$ cat src/rtl/i2cm_pkg.sv
package i2cm_pkg;

    typedef enum logic [2:0] {
        REQ_NONE  = 3'd0,
        REQ_START = 3'd1,
        REQ_STOP  = 3'd2,
        REQ_WRITE = 3'd3,
        REQ_READ  = 3'd4,
        REQ_ACK   = 3'd5,
        REQ_NACK  = 3'd6,
        REQ_RSVD  = 3'd7
    } req_t;

    typedef enum logic [20:0] {
        ST_IDLE    = 21'h000001,
        ST_S_SCLH  = 21'h000002,
        ST_S_W1    = 21'h000004,
        ST_S_W2    = 21'h000008,
        ST_S_W3    = 21'h000010,
        ST_P_SCLH  = 21'h000020,
        ST_P_W1    = 21'h000040,
        ST_P_W2    = 21'h000080,
        ST_W_SCLH  = 21'h000100,
        ST_W_HI    = 21'h000200,
        ST_W_LO    = 21'h000400,
        ST_W_ASCLH = 21'h000800,
        ST_W_AHI   = 21'h001000,
        ST_W_ALO   = 21'h002000,
        ST_R_SCLH  = 21'h004000,
        ST_R_LO    = 21'h008000,
        ST_K_W0    = 21'h010000,
        ST_K_W1    = 21'h020000,
        ST_K_SCLH  = 21'h040000,
        ST_K_HI    = 21'h080000,
        ST_K_LO    = 21'h100000
    } step_t;

    localparam logic [15:0] DELAY_RESET = 16'd133;
    localparam logic [3:0]  BITS_PER_BYTE = 4'd8;

    typedef struct packed {
        logic       ack_bit;
        logic [7:0] read_byte;
        logic       done_res;
        logic       ready_res;
        logic       sda_pull_low;
        logic       scl_pull_low;
    } result_t;

endpackage

$ cat src/rtl/i2c_master_bit_sequencer.sv
// I2C master bit sequencer. Each input item is one bus tick carrying the sampled
// SCL/SDA levels and, when the block reports ready, a command (start, stop, write
// byte, read byte, ack, nack). Every input item yields exactly one result item with
// the pull-low drives, ready, a done pulse, the last read byte and the last ack bit.
// One item is taken per clock while s_tready is high and advances the sequencer state;
// its result is registered in the result register, or in the skid register while the
// output is held. A two-entry output stage (result register plus skid register) keeps
// s_tready high in the cycle m_tready first drops; while the skid register holds an
// item s_tready is low, and rises again the cycle after the downstream side takes one.
// delay_ticks (cfg_wr_data, reset 133) sets the length of every bus wait in ticks.
module i2c_master_bit_sequencer
    import i2cm_pkg::*;
(
    input  logic        aclk,
    input  logic        aresetn,
    input  logic        cfg_wr_en,
    input  logic [15:0] cfg_wr_data,   // delay_ticks
    input  logic        s_tvalid,
    output logic        s_tready,
    input  logic [15:0] s_tdata,       // write_data[7:0], scl_in[8], sda_in[9], zero
    input  logic [2:0]  s_tuser,       // req_type[2:0]
    output logic        m_tvalid,
    input  logic        m_tready,
    output logic [15:0] m_tdata        // scl_pull_low[0], sda_pull_low[1], ready_res[2],
                                       // done_res[3], read_byte[11:4], ack_bit[12], zero
);

    logic [15:0] delay_ticks_reg;
    logic        accept;
    logic        pop;
    result_t     result;
    logic        out_valid_reg;
    result_t     out_data_reg;
    logic        skid_valid_reg;
    result_t     skid_data_reg;

    assign s_tready = !skid_valid_reg;
    assign accept   = s_tvalid && s_tready;
    assign pop      = out_valid_reg && m_tready;

    always_ff @(posedge aclk) begin
        if (!aresetn) begin
            delay_ticks_reg <= DELAY_RESET;
        end else if (cfg_wr_en) begin
            delay_ticks_reg <= cfg_wr_data;
        end
    end

    i2cm_core u_core (
        .aclk        (aclk),
        .aresetn     (aresetn),
        .tick_en     (accept),
        .req_type    (s_tuser),
        .write_data  (s_tdata[7:0]),
        .scl_in      (s_tdata[8]),
        .sda_in      (s_tdata[9]),
        .delay_ticks (delay_ticks_reg),
        .result      (result)
    );

    always_ff @(posedge aclk) begin
        if (!aresetn) begin
            out_valid_reg  <= 1'b0;
            skid_valid_reg <= 1'b0;
        end else begin
            if (accept) begin
                // output still held: park the new item in the skid slot
                if (out_valid_reg && !m_tready) begin
                    skid_valid_reg <= 1'b1;
                end else begin
                    out_valid_reg <= 1'b1;
                end
            end else if (pop) begin
                out_valid_reg  <= skid_valid_reg;
                skid_valid_reg <= 1'b0;
            end
        end
    end

    always_ff @(posedge aclk) begin
        if (accept) begin
            if (out_valid_reg && !m_tready) begin
                skid_data_reg <= result;
            end else begin
                out_data_reg <= result;
            end
        end else if (pop && skid_valid_reg) begin
            out_data_reg <= skid_data_reg;
        end
    end

    assign m_tvalid = out_valid_reg;
    assign m_tdata  = {3'b000, out_data_reg};

endmodule

$ cat src/rtl/i2cm_core.sv
module i2cm_core
    import i2cm_pkg::*;
(
    input  logic        aclk,
    input  logic        aresetn,
    input  logic        tick_en,
    input  logic [2:0]  req_type,
    input  logic [7:0]  write_data,
    input  logic        scl_in,
    input  logic        sda_in,
    input  logic [15:0] delay_ticks,
    output result_t     result
);

    step_t       step_reg, step_next;
    logic [3:0]  bit_index_reg, bit_index_next;
    logic [7:0]  shift_byte_reg, shift_byte_next;
    logic [15:0] wait_counter_reg, wait_counter_next;
    logic        scl_drive_reg, scl_drive_next;
    logic        sda_drive_reg, sda_drive_next;
    logic [7:0]  received_byte_reg, received_byte_next;
    logic        ack_store_reg, ack_store_next;

    logic        wait_done;
    logic [15:0] wait_dec;
    logic [3:0]  bit_inc;
    logic        done;

    // a zero or one count ends the wait on this tick
    assign wait_done = (wait_counter_reg <= 16'd1);
    assign wait_dec  = wait_counter_reg - 16'd1;
    assign bit_inc   = bit_index_reg + 4'd1;

    always_comb begin
        step_next          = step_reg;
        bit_index_next     = bit_index_reg;
        shift_byte_next    = shift_byte_reg;
        wait_counter_next  = wait_counter_reg;
        scl_drive_next     = scl_drive_reg;
        sda_drive_next     = sda_drive_reg;
        received_byte_next = received_byte_reg;
        ack_store_next     = ack_store_reg;
        done               = 1'b0;

        case (step_reg)
            ST_IDLE: begin
                case (req_t'(req_type))
                    REQ_START: begin
                        if (scl_in) scl_drive_next = 1'b1;
                        sda_drive_next = 1'b0;
                        step_next      = ST_S_SCLH;
                    end
                    REQ_STOP: begin
                        if (scl_in) scl_drive_next = 1'b1;
                        sda_drive_next = 1'b1;
                        step_next      = ST_P_SCLH;
                    end
                    REQ_WRITE: begin
                        bit_index_next  = 4'd0;
                        sda_drive_next  = ~write_data[7];
                        shift_byte_next = {write_data[6:0], 1'b0};
                        step_next       = ST_W_SCLH;
                    end
                    REQ_READ: begin
                        sda_drive_next  = 1'b0;
                        bit_index_next  = 4'd0;
                        shift_byte_next = 8'd0;
                        step_next       = ST_R_SCLH;
                    end
                    REQ_ACK: begin
                        sda_drive_next    = 1'b1;
                        wait_counter_next = delay_ticks;
                        step_next         = ST_K_W0;
                    end
                    REQ_NACK: begin
                        sda_drive_next    = 1'b0;
                        wait_counter_next = delay_ticks;
                        step_next         = ST_K_W0;
                    end
                    default: begin
                    end
                endcase
            end
            ST_S_SCLH, ST_P_SCLH, ST_W_SCLH, ST_W_ASCLH, ST_K_SCLH: begin
                scl_drive_next = 1'b0;
                if (scl_in) begin
                    wait_counter_next = delay_ticks;
                    case (step_reg)
                        ST_S_SCLH:  step_next = ST_S_W1;
                        ST_P_SCLH:  step_next = ST_P_W1;
                        ST_W_SCLH:  step_next = ST_W_HI;
                        ST_W_ASCLH: step_next = ST_W_AHI;
                        default:    step_next = ST_K_HI;
                    endcase
                end
            end
            ST_R_SCLH: begin
                scl_drive_next = 1'b0;
                // sample on the first tick SCL reads high, then pull low again
                if (scl_in) begin
                    shift_byte_next   = {shift_byte_reg[6:0], sda_in};
                    scl_drive_next    = 1'b1;
                    wait_counter_next = delay_ticks;
                    step_next         = ST_R_LO;
                end
            end
            default: begin
                if (!wait_done) begin
                    wait_counter_next = wait_dec;
                end else begin
                    case (step_reg)
                        ST_S_W1: begin
                            sda_drive_next    = 1'b1;
                            wait_counter_next = delay_ticks;
                            step_next         = ST_S_W2;
                        end
                        ST_S_W2: begin
                            scl_drive_next    = 1'b1;
                            wait_counter_next = delay_ticks;
                            step_next         = ST_S_W3;
                        end
                        ST_P_W1: begin
                            sda_drive_next    = 1'b0;
                            wait_counter_next = delay_ticks;
                            step_next         = ST_P_W2;
                        end
                        ST_W_HI, ST_K_HI: begin
                            scl_drive_next    = 1'b1;
                            wait_counter_next = delay_ticks;
                            step_next         = (step_reg == ST_W_HI) ? ST_W_LO : ST_K_LO;
                        end
                        ST_W_LO: begin
                            bit_index_next = bit_inc;
                            if (bit_inc < BITS_PER_BYTE) begin
                                sda_drive_next  = ~shift_byte_reg[7];
                                shift_byte_next = {shift_byte_reg[6:0], 1'b0};
                                step_next       = ST_W_SCLH;
                            end else begin
                                sda_drive_next = 1'b0;
                                step_next      = ST_W_ASCLH;
                            end
                        end
                        ST_W_AHI: begin
                            ack_store_next    = sda_in;
                            scl_drive_next    = 1'b1;
                            wait_counter_next = delay_ticks;
                            step_next         = ST_W_ALO;
                        end
                        ST_R_LO: begin
                            bit_index_next = bit_inc;
                            if (bit_inc < BITS_PER_BYTE) begin
                                step_next = ST_R_SCLH;
                            end else begin
                                received_byte_next = shift_byte_reg;
                                step_next          = ST_IDLE;
                                done               = 1'b1;
                            end
                        end
                        ST_K_W0: begin
                            wait_counter_next = delay_ticks;
                            step_next         = ST_K_W1;
                        end
                        ST_K_W1: begin
                            step_next = ST_K_SCLH;
                        end
                        ST_S_W3, ST_P_W2, ST_W_ALO, ST_K_LO: begin
                            step_next = ST_IDLE;
                            done      = 1'b1;
                        end
                        default: begin
                            step_next = ST_IDLE;
                        end
                    endcase
                end
            end
        endcase
    end

    always_comb begin
        result.scl_pull_low = scl_drive_next;
        result.sda_pull_low = sda_drive_next;
        result.ready_res    = (step_next == ST_IDLE);
        result.done_res     = done;
        result.read_byte    = received_byte_next;
        result.ack_bit      = ack_store_next;
    end

    always_ff @(posedge aclk) begin
        if (!aresetn) begin
            step_reg          <= ST_IDLE;
            bit_index_reg     <= 4'd0;
            shift_byte_reg    <= 8'd0;
            wait_counter_reg  <= 16'd0;
            scl_drive_reg     <= 1'b0;
            sda_drive_reg     <= 1'b0;
            received_byte_reg <= 8'd0;
            ack_store_reg     <= 1'b1;
        end else if (tick_en) begin
            step_reg          <= step_next;
            bit_index_reg     <= bit_index_next;
            shift_byte_reg    <= shift_byte_next;
            wait_counter_reg  <= wait_counter_next;
            scl_drive_reg     <= scl_drive_next;
            sda_drive_reg     <= sda_drive_next;
            received_byte_reg <= received_byte_next;
            ack_store_reg     <= ack_store_next;
        end
    end

endmodule
$ cat config.mk
export PLATFORM = sky130hd
export DESIGN_NAME = i2c_master_bit_sequencer
export DESIGN_NICKNAME = d
export VERILOG_FILES = /design/src/rtl/i2cm_pkg.sv /design/src/rtl/i2c_master_bit_sequencer.sv /design/src/rtl/i2cm_core.sv
export SDC_FILE = /design/constraint.sdc
export NUM_CORES = 1
export LEC_CHECK = 0
export BUFFER_PORTS_ARGS = -buffer_cell sky130_fd_sc_hd__buf_4
export CAP_MARGIN = 20
export CORE_AREA = 5 5 120 122
export CTS_CLUSTER_SIZE = 10
export DETAILED_ROUTE_END_ITERATION = 8
export DIE_AREA = 0 0 125 127
export GPL_ROUTABILITY_DRIVEN = 0
export PLACE_DENSITY = 0.65
export SLEW_MARGIN = 20
export SYNTH_ARGS = -nofsm -noshare
export SYNTH_HDL_FRONTEND = slang
export SYNTH_SLANG_ARGS = --single-unit
$ cat constraint.sdc
create_clock -name aclk -period 2.9 [get_ports aclk]
set_clock_uncertainty 0.2 [all_clocks]
set_input_delay 0.29 -clock aclk [delete_from_list [all_inputs] [get_ports aclk]]
set_output_delay 0.29 -clock aclk [all_outputs]
set_load 0.01 [all_outputs]
# Word-level counts from Yosys, hierarchy flattened
# Cells that the tools add are included.
# totals
word_cells,156
input_bits,40
output_inout_bits,18
reg_bits,104
# op_classes
eq_ne,36
n_reduce_logical,33
magnitude_cmp,2
bitwise_logic,4
n_mux,56
addsub,2
# ops
op,n
$pmux W21 S9,1
$pmux W21 S5,1
$mux W21,4
$pmux W20 S4,1
$mux W16,4
$mux W8,8
$pmux W21 S3,1
$eq A21 B1 Y1 const B,2
$mux W13,3
$pmux W16 S2,1
$pmux W8 S3,1
$eq A21 B10 Y1 const B,1
$eq A21 B11 Y1 const B,1
$eq A21 B12 Y1 const B,1
$eq A21 B13 Y1 const B,1
$eq A21 B14 Y1 const B,1
$eq A21 B15 Y1 const B,1
$eq A21 B16 Y1 const B,1
$eq A21 B17 Y1 const B,1
$eq A21 B18 Y1 const B,1
$eq A21 B19 Y1 const B,1
$eq A21 B2 Y1 const B,1
$eq A21 B20 Y1 const B,1
$eq A21 B21 Y1 const B,1
other kinds (41),93

# Depth between registers and ports, before layout
# Gate-level depths: netlist (run 1).
# depth
ltp_word,9
mapped_depth,12

# By module
# From an unflattened synthesis (run 1), not the netlist that was laid out.
# hier_totals
cells_unflattened,693
hier_area_um2,6153.4
# by_module_without_submodules
mod,instances,area_per_inst_um2,cells_each,seq_area_each_um2
i2cm_core,1,4464.3,582,1201.2
i2c_master_bit_sequencer,1,1689.1,111,1141.1

# Worst setup path after synthesis (run 1)
# No wires, ideal clock.
# synth_timing
kind,register to register
from,register u_core.step_reg[1]
to,"register out_data_reg, in the netlist m_tdata[1], data pin"
synth_period_minus_slack_ps,2835
path_buffers,4
path_stages_with_launch,13
arrival_ps,2379
slack_ps,65
t_required_ps,2444
setup_ps,256
path_cell_list,dfxtp_1 buf_2 or4_1 buf_2 nor2_2 buf_4 a32oi_1 o2111a_1 buf_2 o31ai_1 o211ai_1 nor2_1 nor2_1
# synth_lines
element,line,rtl
start: declaration,i2cm_core.sv:15,"step_t step_reg, step_next;"
start signal: assignment,i2cm_core.sv:199,step_reg <= step_next;
end signal: assignment,i2c_master_bit_sequencer.sv:85,out_data_reg <= result;
end signal: assignment,i2c_master_bit_sequencer.sv:88,out_data_reg <= skid_data_reg;
end: declaration,i2c_master_bit_sequencer.sv:33,result_t out_data_reg;

==> reports/results.txt, run 1 <==
After detailed routing, the number of remaining DRC violations is 0. The run gives 21.4% as the overall routing resource usage. The critical path class is reg2reg.

For the worst setup path, the data required time is 2.94 ns. The worst hold path belongs to the class in2reg. The run finished, with violations left. Yosys printed 0 warnings. For this run, the post-layout net count is 885.

Setup repair after global routing could not meet its margin everywhere. TritonCTS created 9 clock buffers. The total global routing overflow is 0, and the fraction of registers with async set/reset is 0%. Dividing the detail-routed via count by the number of cells gives 5.90. Entering global routing, the biggest net connects 78 pins. The tools report the area of the die as 0.0159 mm².

The vertical extent of the die came out at 127 µm. The logs give 12.6 mm for the post-DP HPWL and 53.7% for the max-slew headroom at the worst pin. The number of antenna violations at the first check in global routing is 0. The power density over cell area was 618 mW/mm²; the share of the core filled with cells in the final layout was 60.6%.

The highest-delay cell along the critical path was sky130_fd_sc_hd__nor4_2. The run gives -0.0676 ns as the worst path setup slack after routing. In this run the deepest clock path goes through 2 buffers. For this run, the leading register cell type out of synthesis is sky130_fd_sc_hd__dfxtp_1. The area inside the core boundary was 0.0131 mm²; the highest fanout seen on the critical path was 5. The final number of max-transition violations was 0; the number of sinks driven by the clock tree was 104.

Row generation in the floorplan step produced 42 rows. STA classifies the critical path startpoint as a register. For this configuration, the core starts out at a cell density of 45.6%. The via count of the first global-routing pass was 5755; the count of buffers inserted at the top-level ports was 48.

The run gives 0.37 ns as the clock latency at the later pin of the worst-skew pair. The mapped netlist covers 0.00597 mm². The portion of the post-synthesis area used by sequential elements is 39.3%. The checks that failed: setup timing.

Of the available clock period, the critical path in the final layout requires 102%. The CTS clock-pin slew for the worst setup and hold paths was 0.08 ns. The average wire length per cell after detail routing came out at 17.4 µm. The area growth from synthesis to layout was 32.9%; the flip-flop and latch count after synthesis was 104. The setup-violating endpoint count in the final report came out at 10. The die is 125 µm wide.

For this run, the detailed router's first-pass iteration total came to 6. 58 I/O pins were placed. The per-instance average area after synthesis was 8.51 µm².

The register with the most flip-flops in the layout has 21 of them. The maximum cell stage delay along the critical path was 0.54 ns. For the maximum operating frequency, the log shows 0.337 GHz. TritonCTS built the clock tree. Among cell families on the critical path, the largest total delay comes from simple AND/OR/NAND/NOR gates. The cell sitting at the root of the clock tree is a sky130_fd_sc_hd__clkbuf_16. Synthesis produced 701 cells. STA classifies the critical path endpoint as a register. Before CTS, the worst setup slack after placement is -0.0791 ns. At the pin with the least slew margin, the transition time is 0.694 ns.

The DRC marker count from the first detailed-route iteration was 590; the buffer and inverter count on the worst path was 2. The smallest clock period supported by the final layout is computed as 2.97 ns. The number of levels the H-tree was split into was 3. The logs give 0 for the number of antenna-violating nets in the routed design and 443 µV for the maximum VDD drop.

The number of flops mapped to enable cells by yosys was 26; the detailed-route wire length was 17.8 mm. The number of hold-slack violations in the final timing report was 0. The final route contains 6036 vias.

The leakage power figure was 3.27 nW. In this run, distinct cell masters in the synthesized netlist total 76. Walking the worst path, the cells encountered are nor4_2, nand3_1, buf_4, o2111ai_2, buf_4, nand3_1, a22oi_1, and4b_1, mux2_4. For the worst setup path, the data arrival time is 3.01 ns. The tool flagged a number of max-cap violations equal to 0. The repair_antennas step left the layout with diodes totalling 0. The first global-routing pass estimated 27.9 mm of wire. Cells with a size suffix above 1 make up 28.8% of the layout.
==> what timing repair did <==
| action | CTS | global route |
|---|---|---|
| endpoints found under the hold margin | 15 | 0 |
| gates resized for setup | 13 | 41 |
| pin swaps | 2 | 12 |
| gates cloned | 0 | 1 |
| setup buffers | 0 | 12 |
| hold buffers | 16 | 0 |
| endpoints found under the setup margin | 34 | 41 |
==> placed cells by master, fill, tap and decap left out, types with 10 or more instances in the layout <==
cell type                       count
sky130_fd_sc_hd__mux2i_1           24
sky130_fd_sc_hd__nor3_1            26
sky130_fd_sc_hd__nor2b_1           26
sky130_fd_sc_hd__a21boi_1          11
sky130_fd_sc_hd__nand2_1           82
sky130_fd_sc_hd__buf_4            150
sky130_fd_sc_hd__inv_1             20
sky130_fd_sc_hd__dfxtp_1           75
sky130_fd_sc_hd__o21ai_0           26
sky130_fd_sc_hd__nor4_1            10
sky130_fd_sc_hd__dlygate4sd3_1     16
sky130_fd_sc_hd__nor2_1            74
sky130_fd_sc_hd__nand4_1           15
sky130_fd_sc_hd__clkbuf_16         10
sky130_fd_sc_hd__edfxtp_1          26
sky130_fd_sc_hd__nand3_1           24
sky130_fd_sc_hd__a21oi_1           35
sky130_fd_sc_hd__or3_1             12
sky130_fd_sc_hd__a21boi_0          14
==> worst reg2reg max path: stages, from the launching register on <==
cell and delay, ns:
sky130_fd_sc_hd__dfxtp_1 0.37, sky130_fd_sc_hd__nor4_2 0.54, sky130_fd_sc_hd__nand3_1 0.36, sky130_fd_sc_hd__buf_4 0.26
sky130_fd_sc_hd__o2111ai_2 0.25, sky130_fd_sc_hd__buf_4 0.19, sky130_fd_sc_hd__nand3_1 0.09, sky130_fd_sc_hd__a22oi_1 0.17
sky130_fd_sc_hd__and4b_1 0.27, sky130_fd_sc_hd__mux2_4 0.15
==> report_power, final <==
| group | internal [W] | switching, W |
|---|---|---|
| logic | 0.000875 | 0.00110 |
| registers | 0.00160 | 0.0000789 |
| clock network | 0.000616 | 0.000631 |
| total | 0.00309 | 0.00181 |
==> worst paths after layout <==
kind / from / end / slack, ns / depth (start not counted)
worst max-delay path: u_core.step_reg[16] / m_tdata[2] / -0.07 / 9
worst min-delay path: cfg_wr_data[15] / delay_ticks_reg[15] / 0.005 / 3
worst max register to register: u_core.step_reg[16] / m_tdata[2] / -0.07 / 9
worst min register to register: delay_ticks_reg[7] / delay_ticks_reg[7] / 0.27 / 2
==> routing by layer <==
metal / track usage, % / up-vias / part of all wire [%]
met5: 0 / - / 0
met3: 3.26 / 76 / 7.7
met1: 26.7 / 2828 / 41
met4: 12.8 / 0 / 4.4
li1: - / 2814 / -
met2: 35.4 / 318 / 47
==> Yosys cell counts (6+ instances only) <==
cell	instances	area, µm²
sky130_fd_sc_hd__or4_1	6	45.0
sky130_fd_sc_hd__inv_1	20	75.1
sky130_fd_sc_hd__a21oi_1	35	175
sky130_fd_sc_hd__buf_2	12	60.1
sky130_fd_sc_hd__or3_1	14	87.6
sky130_fd_sc_hd__a21boi_0	14	105
sky130_fd_sc_hd__nand4_1	15	93.8
sky130_fd_sc_hd__and3_1	6	37.5
sky130_fd_sc_hd__a31oi_1	6	37.5
sky130_fd_sc_hd__nand3_1	25	125
sky130_fd_sc_hd__o21ai_0	27	135
sky130_fd_sc_hd__clkbuf_1	23	86.3
sky130_fd_sc_hd__nor4b_1	7	61.3
sky130_fd_sc_hd__nor2_1	76	285
sky130_fd_sc_hd__nor3_1	26	130
sky130_fd_sc_hd__edfxtp_1	26	781
sky130_fd_sc_hd__nor4_1	12	75.1
sky130_fd_sc_hd__a21boi_1	11	82.6
sky130_fd_sc_hd__dfxtp_1	78	1560
sky130_fd_sc_hd__nor2b_1	27	169
sky130_fd_sc_hd__mux2i_1	32	320
sky130_fd_sc_hd__nand2_1	82	308
==> layout make-up <==
cell class                 count  area, µm²
clock buffer                   9        225
clock inverter                 7       85.1
fill                        1103       5150
inverter                      20       75.1
multi-input combinational    533       3560
sequential                   104       2350
tap                          176        220
timing repair buffer         174       1420
==> cell families (layout without fill, tap and decap cells) <==
| family | Yosys count | after routing | synth area share, % |
|---|---|---|---|
| buffers and inverters | 66 | 210 | 5.35 |
| flip-flops | 104 | 104 | 39.3 |
| multiplexers | 35 | 35 | 5.93 |
| AND/OR/NAND/NOR | 336 | 336 | 30.3 |
| XOR/XNOR | 8 | 8 | 1.17 |
| AO/OA/AOI/OAI | 148 | 148 | 17.3 |
| other | 1 | 3 | 0.0628 |
| adder cells (fa/ha/maj) | 3 | 3 | 0.629 |
==> through the flow <==
step / power, W / instances / setup TNS [ns] / area [µm²] / hold WS (ns)
global placement: 0.00340 / 978 / -0.121 / 7080 / 0.249
global route: 0.00514 / 1023 / -0.625 / 7930 / 0.0314
finish: 0.00490 / 1023 / -0.287 / 7930 / 0.00480
floorplan: 0.00276 / 703 / 0 / 5970 / 0.218
detailed placement: 0.00345 / 978 / -0.656 / 7080 / 0.250
CTS: 0.00476 / 1010 / -0.0137 / 7610 / 0.00613
(Power assumes the default switching activity.)
==> run 2: changes to the inputs <==
--- a/config.mk
+++ b/config.mk
@@ -12,6 +12,7 @@
 export DETAILED_ROUTE_END_ITERATION = 8
 export DIE_AREA = 0 0 125 127
 export GPL_ROUTABILITY_DRIVEN = 0
+export HOLD_SLACK_MARGIN = 0.05
 export PLACE_DENSITY = 0.65
 export SLEW_MARGIN = 20
 export SYNTH_ARGS = -nofsm -noshare
==> reports/results.txt, run 2 (synthesis results as in run 1) <==
The flow ran to the end, but the final reports show violations. The final reports fail on setup timing. Number of cells in the design after placement: 978.

The tree is rooted in a sky130_fd_sc_hd__clkbuf_16. The area growth from synthesis to layout works out to 33.3%. The number of flip-flops in the largest register was 21. The smallest clock period supported by the final layout is computed as 2.90 ns. For the count of placed standard cells in the final layout, fillers left out, the log shows 1025. The post-route netlist has 28.7% of its cells at a drive strength greater than 1. The count of standard-cell rows is 42, and the area of the die is 0.0159 mm². The worst endpoint required time came out at 2.82 ns.

The switching power share of the total is 36.9%. The total number of vias is 6018. The critical path goes through or4_4, nor3_4, buf_6, nand4_1, nand4_1, o41ai_2, a21oi_1, and4b_1, mux2_4. The tools report the endpoint kind of the worst setup timing path as a register. Wires add up to 17.7 mm. The share of total power dissipated in combinational logic is 40.3%.

The max-slew headroom at the worst pin is 54.0%. Cell type with the highest occurrence count on the critical path: sky130_fd_sc_hd__nand4_1. After detailed routing, no signal wire sits above met4. The total CTS buffers is 9, and the number of antenna violations at the first check in global routing is 0.

Pin slew with the least headroom to its limit: 0.691 ns. Summed over all nets, wire length on met3 after detailed routing comes to 1.35 mm. The buffer and inverter count on the worst path came out at 1. In this run the standard cell core region covers 0.0131 mm². The commonest non-fill, non-tap cell in the layout was sky130_fd_sc_hd__buf_4. The final cycle utilization of the critical path came out at 100%.

The worst-case IR drop observed on VDD is 439 µV. The tools report the via count of the first global-routing pass as 5760. The highest fanout seen on the critical path was 4. For this design the total switching power over the nets is 0.00180 W. The post-layout net count was 887.

The x dimension of the die came out at 125 µm. Entering global routing, the biggest net connects 78 pins. Sequential cells account for 34.3% of the total power. Across the run, the number of max-cap violations was 0. For this run, the top clock speed supported by timing is 0.344 GHz. Measured on the finished design, the core utilization comes to 60.8%. The run gives 3 as the number of levels the H-tree was split into. The logs give 0 for the number of antenna-violating nets in the routed design and 0.0868 ns for the final-layout worst hold slack.

At the worst endpoint, the arrival time is 2.82 ns. The I/O pin total came out at 58. Prior to clock tree synthesis, the placed netlist has a worst setup slack of -0.0791 ns. From bottom edge to top edge, the die measures 127 µm. The highest-delay cell along the critical path is sky130_fd_sc_hd__or4_4. The leakage power figure came out at 3.28 nW. The top cell types in the final layout, fill and taps aside, are sky130_fd_sc_hd__buf_4 (150), sky130_fd_sc_hd__nand2_1 (82), sky130_fd_sc_hd__dfxtp_1 (75), sky130_fd_sc_hd__nor2_1 (74), sky130_fd_sc_hd__a21oi_1 (35). After detailed routing, the wire length on met1 is 7.24 mm. The power share of the clock group was 25.4%.

The count of buffers inserted at the top-level ports came out at 48. The number of hold-slack violations in the final timing report is 0. The first detailed-routing pass ran for 5 iterations. The first global-routing pass estimated 27.9 mm of wire. In this run the worst hold path is classified as in2reg. Broken down by cell family, the worst path's largest delay share belongs to simple AND/OR/NAND/NOR gates.

In the routed layout, each cell is associated on average with a via count of 5.87. Critical path class: reg2reg. Number of sinks driven by the clock tree: 104. Setup repair after global routing could not meet its margin everywhere.

Counting along the longest clock path gives a buffer depth of 2. After detailed routing, the met2 layer carries 8.36 mm of wire. For this design the ratio of total power to cell area is 616 mW/mm². For the number of diodes added for antenna fixing, the log shows 0. After clock tree synthesis, the clock-pin slew on the worst setup and hold paths is 0.08 ns. The setup-violating endpoint count in the final report was 1. In the routed design, unresolved DRC markers number 0. The total global routing overflow is 0, and the average wire length per cell after detail routing is 17.3 µm. Cell internal power was estimated by the tool at 0.00309 W.

Once the floorplan was initialized, standard cells occupied 45.6% of the core. TritonCTS built the clock tree. Global routing used 21.5% of the available tracks across all layers. The worst setup path is launched from a register. The logs give 0.36 ns for the clock latency at the later pin of the worst-skew pair and 0 for the final number of max-transition violations. Measured in cells, the most critical reg-to-reg path has a length of 9.

The worst path setup slack after routing is -0.00412 ns. Depth of the critical timing path with buffers and inverters included: 9. Setup total negative slack on the finished layout was measured at -0.00412 ns. After the first detailed-routing iteration, the DRC count stood at 542. The worst hold path passes through 2 cells. The post-DP HPWL was 12.6 mm; the maximum cell stage delay along the critical path was 0.59 ns.
-- run 2: cell count changes in the layout (fill, tap and decap cells not counted) --
cell | previous run | this run
sky130_fd_sc_hd__dlygate4sd3_1 | 16 | 18
-- run 2: worst paths after layout --
kind,slack (ns),from,endpoint
max,-0.004,u_core.step_reg[18],m_tdata[2]
min,0.09,s_tdata[9],skid_data_reg[12]
max reg2reg,-0.004,u_core.step_reg[18],m_tdata[2]
min reg2reg,0.27,delay_ticks_reg[7],delay_ticks_reg[7]
-- run 2: area by class of cell --
class                           count  area (µm²)
Clock buffer                        9         225
Clock inverter                      7        85.1
Fill cell                        1101        5130
Inverter                           20        75.1
Multi-Input combinational cell    533        3560
Sequential cell                   104        2350
Tap cell                          176         220
Timing Repair Buffer              176        1440
-- run 2: stage by stage --
stage                     total power (W)  area (µm²)
after CTS                         0.00476        7630
final                             0.00490        7950
after global placement            0.00340        7080
after global routing              0.00514        7950
after floorplan                   0.00276        5970
after detailed placement          0.00345        7080
-- run 2: timing repair --
action / CTS / global route
hold endpoints to repair: 17 / 0
buffers inserted: 0 / 12
setup endpoints to repair: 34 / 41
gates cloned: 0 / 1
pin swaps: 2 / 12
hold buffers: 18 / 0
resized for setup: 13 / 41
-- run 2: power by group through the flow --
stage / Combinational, W / Clock (W) / Sequential, W
after floorplan: 0.00106 / 0 / 0.00171
after global placement: 0.00170 / 0 / 0.00170
after detailed placement: 0.00175 / 0 / 0.00170
after CTS: 0.00182 / 0.00127 / 0.00167
after global routing: 0.00211 / 0.00133 / 0.00169
final: 0.00197 / 0.00124 / 0.00168
-- run 2: per-layer routing --
| metal | global-route usage (%) | vias up |
|---|---|---|
| met2 | 35.6 | 301 |
| met4 | 12.8 | 0 |
| li1 | - | 2823 |
| met3 | 3.26 | 75 |
| met1 | 26.6 | 2819 |
| met5 | 0 | - |
==> run 3: changes to the inputs <==
--- a/config.mk
+++ b/config.mk
@@ -13,7 +13,7 @@
 export DIE_AREA = 0 0 125 127
 export GPL_ROUTABILITY_DRIVEN = 0
 export HOLD_SLACK_MARGIN = 0.05
-export PLACE_DENSITY = 0.65
+export PLACE_DENSITY = 0.66
 export SLEW_MARGIN = 20
 export SYNTH_ARGS = -nofsm -noshare
 export SYNTH_HDL_FRONTEND = slang
==> reports/results.txt, run 3 (synthesis results as in run 1) <==
The flow ran to the end, but the final reports show violations. The final reports fail on setup timing. Once detail routing completed, the nets flagged for antenna violations numbered 0. The beginning of the worst register-to-register path is u_core.step_reg[7].

The highest fanout seen on the critical path is 5. The final cycle utilization of the critical path came out at 101%. The tools report the number of levels the H-tree was split into as 3.

The via count of the first global-routing pass was 5708. The worst hold path begins at s_tdata[9]. In the layout the commonest cells are sky130_fd_sc_hd__buf_4 (138), sky130_fd_sc_hd__nand2_1 (82), sky130_fd_sc_hd__nor2_1 (75), sky130_fd_sc_hd__dfxtp_1 (74), sky130_fd_sc_hd__a21oi_1 (35).

58 I/O pins were placed. Timing would allow up to 0.342 GHz. The setup-violating endpoint count in the final report is 1.

The first global-routing pass estimated 27.7 mm of wire. For the worst setup path, the data arrival time is 2.84 ns. The initialized floorplan defines 42 standard-cell rows. The register with the most flip-flops in the layout has 21 of them. Clock tree synthesis found a total of 104 sinks. The hold path depth was 2; the proportion of layout cells with a drive suffix above 1 was 26.6%. The later pin in the worst-skew pair is clocked with a latency of 0.36 ns. Startpoint type of the worst setup path: a register. From synthesis to final layout, the design area changed by 29.8%. Setup repair after global routing could not meet its margin everywhere.

During placement, the flow inserted port buffers numbering 48. The maximum cell stage delay along the critical path came out at 0.63 ns. IR analysis of the VDD net gives a maximum drop of 366 µV. The worst path setup slack after routing was -0.0211 ns; the DRC marker count from the first detailed-route iteration was 502. For this block, the routed nets add up to 17.0 mm of wire. The tools report the area of all placed cells without fillers as 0.00775 mm².

The worst-case clock buffer depth was 2; the total power of the final layout was 0.00477 W. Entering global routing, the biggest net connects 78 pins. Cell type with the highest occurrence count on the critical path: sky130_fd_sc_hd__or4_4. The tools report the worst endpoint required time as 2.82 ns.

The slowest stage of the critical path belongs to the cell sky130_fd_sc_hd__or4_4. The tools report the area of the die as 0.0159 mm². The analysis attributes to cell leakage a power of 3.17 nW. The path depth of the worst reg2reg path works out to 9. The critical path starts at u_core.step_reg[7]. From bottom edge to top edge, the die measures 127 µm. The logs give 55.2% for the max-slew headroom at the worst pin and 9 for the total CTS buffers. Count of TritonRoute iterations in the first routing pass: 7. The CTS clock-pin slew for the worst setup and hold paths came out at 0.08 ns. In the routed design, unresolved DRC markers number 0. The time the final worst path needs with I/O delays and setup was 2.92 ns; the post-DP HPWL was 12.5 mm.

The run gives 5847 as the total number of vias. For the number of cells in the design after placement, the log shows 972. The area inside the core boundary is 0.0131 mm². The run gives 0 as the total global routing overflow. For the placed standard-cell area, the log shows 0.00704 mm².

The library cell used most frequently in the layout, excluding fill and tap cells, is sky130_fd_sc_hd__buf_4. Of the total power, the share spent switching nets is 36.5%. The number of diodes added for antenna fixing was 0. TritonCTS built the clock tree. The tools report the count of placed standard cells in the final layout, fillers left out as 1010.

The design internal power is 0.00303 W, and the final number of max-transition violations is 0. The path class of the tightest hold or removal check is in2reg. For the number of antenna violations at the first check in global routing, the log shows 0. The sequential group share of total power is 35.3%, and the power share of the combinational group is 39.1%.

In this run the power spent charging and discharging nets is 0.00174 W. The starting density of the core was 45.6%. The endpoint kind of the worst setup timing path was a register.

The via count normalized by instance count works out to 5.79. Of the total power, the clock network draws 25.6%. At the pin with the least slew margin, the transition time is 0.673 ns. For this run, the post-layout net count is 872.

Max-cap violations in this run came to 0. By startpoint and endpoint, the worst setup path is classified as reg2reg. The signal on the critical path passes through or4_4, buf_6, or4_4, nor2_4, nor2_1, o2111ai_1, a211oi_1, and4b_1, mux2_2. After detailed routing, the average wire length per cell comes to 16.8 µm. The power density over cell area works out to 615 mW/mm².

The x dimension of the die was 125 µm; the number of hold-slack violations in the final timing report was 0. The overall routing resource usage came out at 21.2%. In this run the clock root is driven by a sky130_fd_sc_hd__clkbuf_16.
## run 3: cell count changes in the layout (fill, tap and decap cells not counted), moves of 2 or more
cell / previous run / this run
sky130_fd_sc_hd__mux2i_2: 0 / 2
sky130_fd_sc_hd__buf_6: 4 / 2
sky130_fd_sc_hd__nor4_2: 4 / 2
sky130_fd_sc_hd__mux2i_4: 8 / 6
sky130_fd_sc_hd__buf_4: 150 / 138
## run 3: layer usage
layer  global-route usage, %  routed length [µm]  up-vias
met5                       0                   0        -
met2                    35.4                8010      277
met4                    10.0                 769        0
li1                        -                   -     2795
met3                    5.22                1400       70
met1                    26.0                6820     2705
## run 3: path summary, 6_finish.rpt
kind | to | slack (ns)
worst max-delay path | m_tdata[2] | -0.02
worst min-delay path | skid_data_reg[12] | 0.08
worst max register to register | m_tdata[2] | -0.02
worst min register to register | delay_ticks_reg[0] | 0.27
## run 3: what timing repair did
item / in CTS / in global routing
endpoints found under the setup margin: 28 / 40
hold buffers: 18 / 0
endpoints found under the hold margin: 17 / 0
gates resized for setup: 12 / 28
pin swaps: 2 / 8
buffers inserted: 1 / 3
## run 3: power groups by stage
| stage | clock [W] | sequential (W) | combinational [W] |
|---|---|---|---|
| finish | 0.00122 | 0.00168 | 0.00186 |
| global placement | 0 | 0.00170 | 0.00168 |
| floorplan | 0 | 0.00171 | 0.00106 |
| CTS | 0.00124 | 0.00167 | 0.00177 |
| detailed placement | 0 | 0.00171 | 0.00172 |
| global route | 0.00131 | 0.00170 | 0.00203 |
## run 3: layout make-up
cell class / count / area, µm²
clock buffer: 9 / 225
clock inverter: 7 / 76.3
fill: 1138 / 5340
inverter: 20 / 75.1
multi-input combinational: 533 / 3500
sequential: 104 / 2350
tap: 176 / 220
timing repair buffer: 161 / 1300
## run 3: worst max-delay path: cells and delay by family, from the launching register on
family	cells	cell delay, ns
AND/OR/NAND/NOR	5	1.54
flip-flops	1	0.31
multiplexers	1	0.28
buffers and inverters	1	0.17
AO/OA/AOI/OAI	2	0.17
## run 3: metrics by stage
step | hold slack [ns] | setup slack, ns | utilization, % | setup TNS (ns)
after floorplan | 0.218 | 0.0649 | - | 0
after global placement | 0.247 | -0.0807 | 53.8 | -0.739
after detailed placement | 0.252 | -0.127 | 53.8 | -1.31
after CTS | 0.0671 | -0.0362 | 57.9 | -0.0362
after global routing | 0.0752 | -0.172 | 59.2 | -0.760
final | 0.0752 | -0.0211 | 59.2 | -0.0211
